--- src/hw/rtl/pressure_temp_compensation_core_macros.svh ---
// Assertion macros shared by the compensation datapath modules.
// No dependencies.
`ifndef PRESSURE_TEMP_COMPENSATION_CORE_MACROS_SVH
`define PRESSURE_TEMP_COMPENSATION_CORE_MACROS_SVH
// implication checked at every clock, off during reset
`define PTC_ASSERT(lbl, ante, cons) \
  lbl: assert property (@(posedge clk_i) disable iff (!rst_ni) (ante) |-> (cons)) \
    else $error("ptc assertion failed");
// next-cycle implication
`define PTC_ASSERT_NEXT(lbl, ante, cons) \
  lbl: assert property (@(posedge clk_i) disable iff (!rst_ni) (ante) |=> (cons)) \
    else $error("ptc assertion failed");
`endif

--- src/hw/rtl/ptc_pkg.sv ---
// Package for the pressure/temperature compensation core.
// Types, constants and arithmetic helpers; no dependencies.
package ptc_pkg;

  localparam int unsigned RawW   = 20;
  localparam int unsigned DataW  = 32;
  localparam int unsigned TrimW  = 16;
  localparam int unsigned CfgIdxW = 2;
  localparam int unsigned CfgDatW = 64;
  localparam int unsigned DivSteps = 32;

  typedef enum logic [CfgIdxW-1:0] {
    CfgTempTrim  = 2'd0,
    CfgPressA    = 2'd1,
    CfgPressB    = 2'd2,
    CfgPressC    = 2'd3
  } cfg_idx_e;

  typedef logic [DataW-1:0] word_t;

  typedef struct packed {
    logic [TrimW-1:0] t1, t2, t3;
    logic [TrimW-1:0] p1, p2, p3, p4, p5, p6, p7, p8, p9;
  } trim_t;

  localparam word_t PressOffset = 32'd64000;
  localparam word_t HalfScale   = 32'd32768;
  localparam word_t RawSpan     = 32'd1048576;
  localparam word_t PaScale     = 32'd3125;
  localparam word_t RoundBias   = 32'd128;
  localparam word_t TopBit      = 32'h8000_0000;

  function automatic word_t sx16(input logic [TrimW-1:0] v);
    return {{(DataW-TrimW){v[TrimW-1]}}, v};
  endfunction

  function automatic word_t ux16(input logic [TrimW-1:0] v);
    return {{(DataW-TrimW){1'b0}}, v};
  endfunction

  function automatic word_t mul32(input word_t a, input word_t b);
    logic [2*DataW-1:0] p;
    p = a * b;
    return p[DataW-1:0];
  endfunction

  function automatic word_t asr(input word_t x, input int unsigned s);
    return word_t'($signed(x) >>> s);
  endfunction

endpackage

--- src/hw/rtl/ptc_back.sv ---
// Back stages: pressure correction terms and the final sum.
// Depends on ptc_pkg and the macro header.
`include "pressure_temp_compensation_core_macros.svh"
module ptc_back (
  input  logic           clk_i,
  input  logic           rst_ni,
  input  logic           en_i,
  input  logic           valid_i,
  input  ptc_pkg::trim_t trim_i,
  input  ptc_pkg::word_t temp_i,
  input  ptc_pkg::word_t p_i,
  input  logic           invalid_i,
  output logic           valid_o,
  output ptc_pkg::word_t temp_o,
  output ptc_pkg::word_t press_o,
  output logic           invalid_o
);
  import ptc_pkg::*;

  logic  v1_q, v2_q, v3_q, inv1_q, inv2_q, inv3_q;
  word_t t1_q, t2_q, t3_q, p1_q, p2_q, p3_q;
  word_t sq_q, sq_d, b8_q, b8_d, a9_q, a9_d, fin_d, p_s;

  always_comb begin
    sq_d  = mul32(p_i >> 3, p_i >> 3) >> 13;
    b8_d  = asr(mul32(p1_q >> 2, sx16(trim_i.p8)), 13);
    a9_d  = asr(mul32(sx16(trim_i.p9), sq_q), 12);
    p_s   = a9_q + b8_q + sx16(trim_i.p7);
    fin_d = inv2_q ? '0 : (p2_q + asr(p_s, 4));
  end

  always_ff @(posedge clk_i or negedge rst_ni) begin
    if (!rst_ni) begin
      v1_q <= 1'b0; v2_q <= 1'b0; v3_q <= 1'b0;
    end else if (en_i) begin
      v1_q <= valid_i; v2_q <= v1_q; v3_q <= v2_q;
    end
  end

  always_ff @(posedge clk_i) begin
    if (en_i) begin
      t1_q <= temp_i; p1_q <= p_i; inv1_q <= invalid_i; sq_q <= sq_d;
      t2_q <= t1_q; p2_q <= p1_q; inv2_q <= inv1_q; a9_q <= a9_d;
      b8_q <= b8_d;
      t3_q <= t2_q; p3_q <= fin_d; inv3_q <= inv2_q;
    end
  end

  assign valid_o   = v3_q;
  assign temp_o    = t3_q;
  assign press_o   = p3_q;
  assign invalid_o = inv3_q;

  `PTC_ASSERT(a_back_inv, valid_o && invalid_o, press_o == '0)
  `PTC_ASSERT_NEXT(a_back_hold, !en_i, $stable(valid_o))

endmodule
--- config.mk ---
export PLATFORM = sky130hd
export DESIGN_NAME = ptc_back
export DESIGN_NICKNAME = d
export VERILOG_FILES = /design/src/hw/rtl/ptc_pkg.sv /design/src/hw/rtl/ptc_back.sv
export VERILOG_INCLUDE_DIRS = /design/src /design/src/hw/rtl
export SDC_FILE = /design/constraint.sdc
export NUM_CORES = 2
export LEC_CHECK = 0
export BUFFER_PORTS_ARGS = -buffer_cell sky130_fd_sc_hd__buf_2
export CAP_MARGIN = 20
export CELL_PAD_IN_SITES_DETAIL_PLACEMENT = 0
export CELL_PAD_IN_SITES_GLOBAL_PLACEMENT = 1
export CORE_ASPECT_RATIO = 1.25
export CORE_MARGIN = 2
export CORE_UTILIZATION = 30
export DETAILED_ROUTE_END_ITERATION = 10
export HOLD_SLACK_MARGIN = 0.05
export PLACE_DENSITY = 0.59
export SLEW_MARGIN = 20
export SYNTH_ARGS = -nofsm -noshare
export SYNTH_HDL_FRONTEND = slang
export SYNTH_SLANG_ARGS = --single-unit
--- constraint.sdc ---
create_clock -name clk_i -period 11.7 [get_ports clk_i]
set_clock_uncertainty 0.15 [all_clocks]
set_input_delay 0 -clock clk_i [delete_from_list [all_inputs] [get_ports clk_i]]
set_output_delay 0 -clock clk_i [all_outputs]
set_load 0.05 [all_outputs]
# ---- Yosys cells after proc, flatten, opt, wreduce, memory -nomap -nowiden
# Cells that the tools add are included.
dict set report totals {
  ff_bits 256
  latchBits 0
  mem_bits_rw 0
  romBits 0
  input_bits 261
  out_inout_bits 66
  n_memories 0
}
dict set report op_classes {
  addsub 3
  mul 3
  div 0
  order_cmp 0
  eq_ne 0
  shifts 0
  muxes 0
  n_bitwise 0
  reduce_logical 0
}
# op count
set op_table {}
lappend op_table {{$add A32 B32 Y32} 1}
lappend op_table {{$mul A29 B29 Y32} 1}
lappend op_table {{$mul A30 B32 Y32} 1}
lappend op_table {{$mul A32 B19 Y32} 1}
lappend op_table {{$add A21 B16 Y22} 1}
lappend op_table {{$add A20 B19 Y21} 1}

# ---- Longest topological paths before layout
dict set report logic_depth {
  word_depth 3
  ltp_mapped 30
  depth_no_buf 28
}

# ---- Worst setup path after synthesis
# OpenSTA, ideal clock, no wires.
dict set report synth_path {
  path_type {input port to flip-flop}
  from {input p_i[14]}
  to {register sq_q[18] (data pin)}
  setup_ps 264
  t_arrival_ps 6520
  path_slack_ps 4766
  stages 25
  n_path_buf 2
  path_cell_list {clkbuf_1 clkbuf_1 nand2_1 inv_1 fa_1 fa_1 fa_1 inv_1 fa_1 inv_1 fa_1 inv_1 fa_1 inv_1 fa_1 fa_1 ha_1 a21oi_1 o221a_2 o311ai_1 a41oi_1 o21ai_1 and2_1 a221oi_1 xnor2_1}
}
dict set report synth_between {
  elab_chain_cells 1
}
# element line_no
set synth_lines {}
lappend synth_lines {{start, declared} ptc_back.sv:11} ;# input ptc_pkg::word_t p_i,
lappend synth_lines {{$mul A29 B29 Y32} ptc_pkg.sv:43} ;# p = a * b;
lappend synth_lines {{net sq_d[18]} ptc_back.sv:22} ;# word_t sq_q, sq_d, b8_q, b8_d, a9_q, a9_d, fin_d, p_s;
lappend synth_lines {{end signal, assigned} ptc_back.sv:42} ;# t1_q <= temp_i; p1_q <= p_i; inv1_q <= invalid_i; sq_q <= sq_d;
lappend synth_lines {{end, declared} ptc_back.sv:22}
# The timed path passes the listed nets, and every way through them passes these cells.
# A chain may end at the register's enable or synchronous reset.

# ---- Final worst setup path
dict set report layout_path {
  from {register p1_q[5]}
  to {register b8_q[17] (data pin)}
}
dict set report layout_between {
  elab_chain_cells 1
}
# element line_no
set layout_lines {}
lappend layout_lines {{start, declared} ptc_back.sv:21} ;# word_t t1_q, t2_q, t3_q, p1_q, p2_q, p3_q;
lappend layout_lines {{start signal, assigned} ptc_back.sv:42}
lappend layout_lines {{$mul A30 B32 Y32} ptc_pkg.sv:43}
lappend layout_lines {{net b8_d[17]} ptc_back.sv:22}
lappend layout_lines {{end signal, assigned} ptc_back.sv:44} ;# b8_q <= b8_d;
lappend layout_lines {{end, declared} ptc_back.sv:22}
# The timed path passes the listed nets, and every way through them passes these cells.

==> results.cfg <==
[status]
run_status = completed

[synth]
synth.lib_cells_used.distinct = 66
post_synth.cell_area_avg_um2 = 10.4
seq_area_frac_synth_pct = 16.5
postSynth.asyncResetShare_pct = 1.17
synthesis.instances = 4471
netlist_area_before_placement_mm2 = 0.0466
yosysWarnings = 0
yosys_register_bits = 256
synth_enable_flop_cells = 253
synth_nets = 6131
synth_top_flop_cell = sky130_fd_sc_hd__edfxtp_1

[clock_network]
cts_tree = done
number_of_clock_sinks = 256
cell_at_the_root_of_the_clock_tree = sky130_fd_sc_hd__clkbuf_16
ctsLongestPathBuffers = 3
clkLatencyLatePin_ps = 600
numCtsBuffers = 31
clkSlewWorstSetupHoldPaths_ps = 60
cts_setup_buffers = 0
htreeDepth = 1

[final_layout]
post_layout_nonfiller_instances = 6730
final_nets = 6328
area_delta_synth_final_pct = 11.0
layout-drive-gt1-share_pct = 6.10
layout.core_utilization_pct = 33.6

[critical_path]
timing.critical_path.buf_inv = 4
timing.critical_path.slowest_stage_cell = sky130_fd_sc_hd__edfxtp_1
path_cells = and2_1 -> fa_1 -> fa_1 -> fa_1 -> inv_1 -> fa_1 -> inv_1 -> fa_1 -> ha_1 -> fa_1 -> inv_1 -> fa_1 -> inv_1 -> ha_1 -> nand2_1 -> o21ai_0 -> a211oi_1 -> nor3_1 -> o311ai_1 -> a211oi_1 -> o21a_1 -> nor2_1 -> xnor2_1
critPathMaxFanout = 17
critPathTopFamily = adder cells
critPathRequiredTime_ps = 11900
timing.critical_path.mode_cell = sky130_fd_sc_hd__fa_1
worstSetupPathType = reg -> reg
worst_path_largest_cell_delay_ps = 1060
critical_path_arrival_ps = 8630
worst_setup_path_end_kind = register
worstSetupStartpointType = register

[placed_design]
placement.io_buffers = 182
placedCellCount = 6565
hpwl_mm = 95.5
place_congestion = 0.829

[route]
route.vias.total = 30100
first_iter_violations = 1246
drt_first_pass_iters = 5
drc = 0
wl_mm = 122
detail_route.wl_per_cell_um = 18.1
route.detailed.vias_per_inst = 4.47
route.antenna.remaining_nets = 0

[floorplanning]
core_area_mm2 = 0.154
die-area_mm2 = 0.159
floorplan.initialDensity_pct = 30.3
die_height_um = 445
cell_row_count = 161
ios = 327
die_width_um = 357

[global_routing]
globalRoute.totalOverflow = 0
initial_antenna_violation_count = 10
via_count_of_the_first_global_routing_pass = 33600
gr-usage-all-layers_pct = 15.8
maximum_number_of_pins_on_one_net_before_global_route_repair = 131
global_route_wire_length_before_repair_mm = 193

[sta]
rsz0062_at_grt = no
finish_stage_setup_viols = 0
clock.fmax_ghz = 0.119
slew_viols_final = 0
final_hold_vio_count = 0
period_needed_ps = 8430
setup_tns_final_ps = 0
hold_slack_ps = 116
worstMarginPinSlew_ps = 1100
max-slew-margin-rel_pct = 26.9
final.period_utilization_pct = 72.0

[hold_path]
worst_hold_path_type = in -> reg

[job]
drv_cap = 0
==> final cells by class <==
cell class	count	area, um2
Clock buffer	34	787
Clock inverter	23	170
Fill cell	15800	102000
Timing Repair Buffer	316	2190
Inverter	1088	4080
Tap cell	2037	2550
Sequential cell	256	7670
Multi-Input combinational cell	2975	34300
Antenna cell	1	2.50
==> metal layers <==
layer	up-vias	global-route usage, %	share of wire, %
li1	13700	-	-
met1	15700	20.0	42
met2	510	29.6	53
met3	111	0.929	2.8
met4	0	3.03	2.2
met5	-	0	0
==> per-stage QoR <==
step | worst slack (ps) | instance area [um2]
floorplan | 4770 | 46600
CTS | 3310 | 51700
finish | 3270 | 51700
global placement | 3340 | 49700
detailed placement | 3310 | 49700
global route | 2930 | 51700
==> final timing paths <==
check | from | endpoint | slack, ps | cells past startpoint
min reg2reg | t1_q[29] | t2_q[29] | 270 | 0
min | p_i[30] | p1_q[30] | 120 | 2
max | p1_q[5] | b8_q[17] | 3270 | 23
max reg2reg | p1_q[5] | b8_q[17] | 3270 | 23
max in group asynchronous | rst_ni | v2_q | 11110 | 3
min in group asynchronous | rst_ni | valid_o | 140 | 3
==> Yosys cell counts, types with 4 or more instances <==
cell type	instances	area (um2)
sky130_fd_sc_hd__inv_1	1088	4080
sky130_fd_sc_hd__fa_1	1040	20800
sky130_fd_sc_hd__nand2_1	489	1840
sky130_fd_sc_hd__and2_1	455	2850
sky130_fd_sc_hd__ha_1	359	4490
sky130_fd_sc_hd__edfxtp_1	253	7600
sky130_fd_sc_hd__clkbuf_1	152	571
sky130_fd_sc_hd__xnor2_1	123	1080
sky130_fd_sc_hd__nor2_1	99	372
sky130_fd_sc_hd__a21oi_1	74	370
sky130_fd_sc_hd__xor2_1	44	385
sky130_fd_sc_hd__a21o_1	40	300
sky130_fd_sc_hd__o21ai_0	40	200
sky130_fd_sc_hd__nor3_1	22	110
sky130_fd_sc_hd__nand3_1	19	95.1
sky130_fd_sc_hd__o21a_1	19	143
sky130_fd_sc_hd__nor2b_1	18	113
sky130_fd_sc_hd__and3_1	14	87.6
sky130_fd_sc_hd__nand4_1	11	68.8
sky130_fd_sc_hd__a211oi_1	10	75.1
sky130_fd_sc_hd__nand2b_1	8	50.1
sky130_fd_sc_hd__a31oi_1	7	43.8
sky130_fd_sc_hd__nor4_1	6	37.5
sky130_fd_sc_hd__o21bai_1	6	45.0
sky130_fd_sc_hd__mux2_2	4	45.0
sky130_fd_sc_hd__o2111ai_1	4	35.0
sky130_fd_sc_hd__or2_2	4	25.0
==> sequential cells by signal (all words and copies together) (netlist names), 20 cells and up <==
| name | cells |
|---|---|
| temp_o | 32 |
| press_o | 32 |
| p2_q | 32 |
| p1_q | 32 |
| a9_q | 20 |
| t1_q | 32 |
| t2_q | 32 |
==> cell usage in the layout (no fill, tap or decap), types with 74 or more instances in the layout <==
| cell type | Yosys | layout |
|---|---|---|
| sky130_fd_sc_hd__dlygate4sd3_1 | 0 | 107 |
| sky130_fd_sc_hd__nor2_1 | 99 | 99 |
| sky130_fd_sc_hd__buf_2 | 0 | 181 |
| sky130_fd_sc_hd__a21oi_1 | 74 | 74 |
| sky130_fd_sc_hd__xnor2_1 | 123 | 123 |
| sky130_fd_sc_hd__fa_1 | 1040 | 1040 |
| sky130_fd_sc_hd__ha_1 | 359 | 359 |
| sky130_fd_sc_hd__and2_1 | 455 | 455 |
| sky130_fd_sc_hd__inv_1 | 1088 | 1088 |
| sky130_fd_sc_hd__nand2_1 | 489 | 489 |
| sky130_fd_sc_hd__edfxtp_1 | 253 | 253 |
==> logic make-up after synthesis <==
logic type,after synthesis,share of synthesized area [%]
and+or+nand+nor,1158,12.3
adders and majority gates,1399,54.3
DFF,256,16.5
xor gates and xnor gates,167,3.14
muxes,7,0.166
AOI/OAI and AO/OA,244,3.62
buffers and inverters,1240,9.98
==> timing repair <==
| action | CTS | global route |
|---|---|---|
| hold buffers | 107 | 0 |
| resized for setup | 0 | 0 |
| hold endpoints to repair | 198 | 0 |
Power is not shown: default switching activity piles up to over one toggle a cycle in this logic, so the estimate is an artifact.
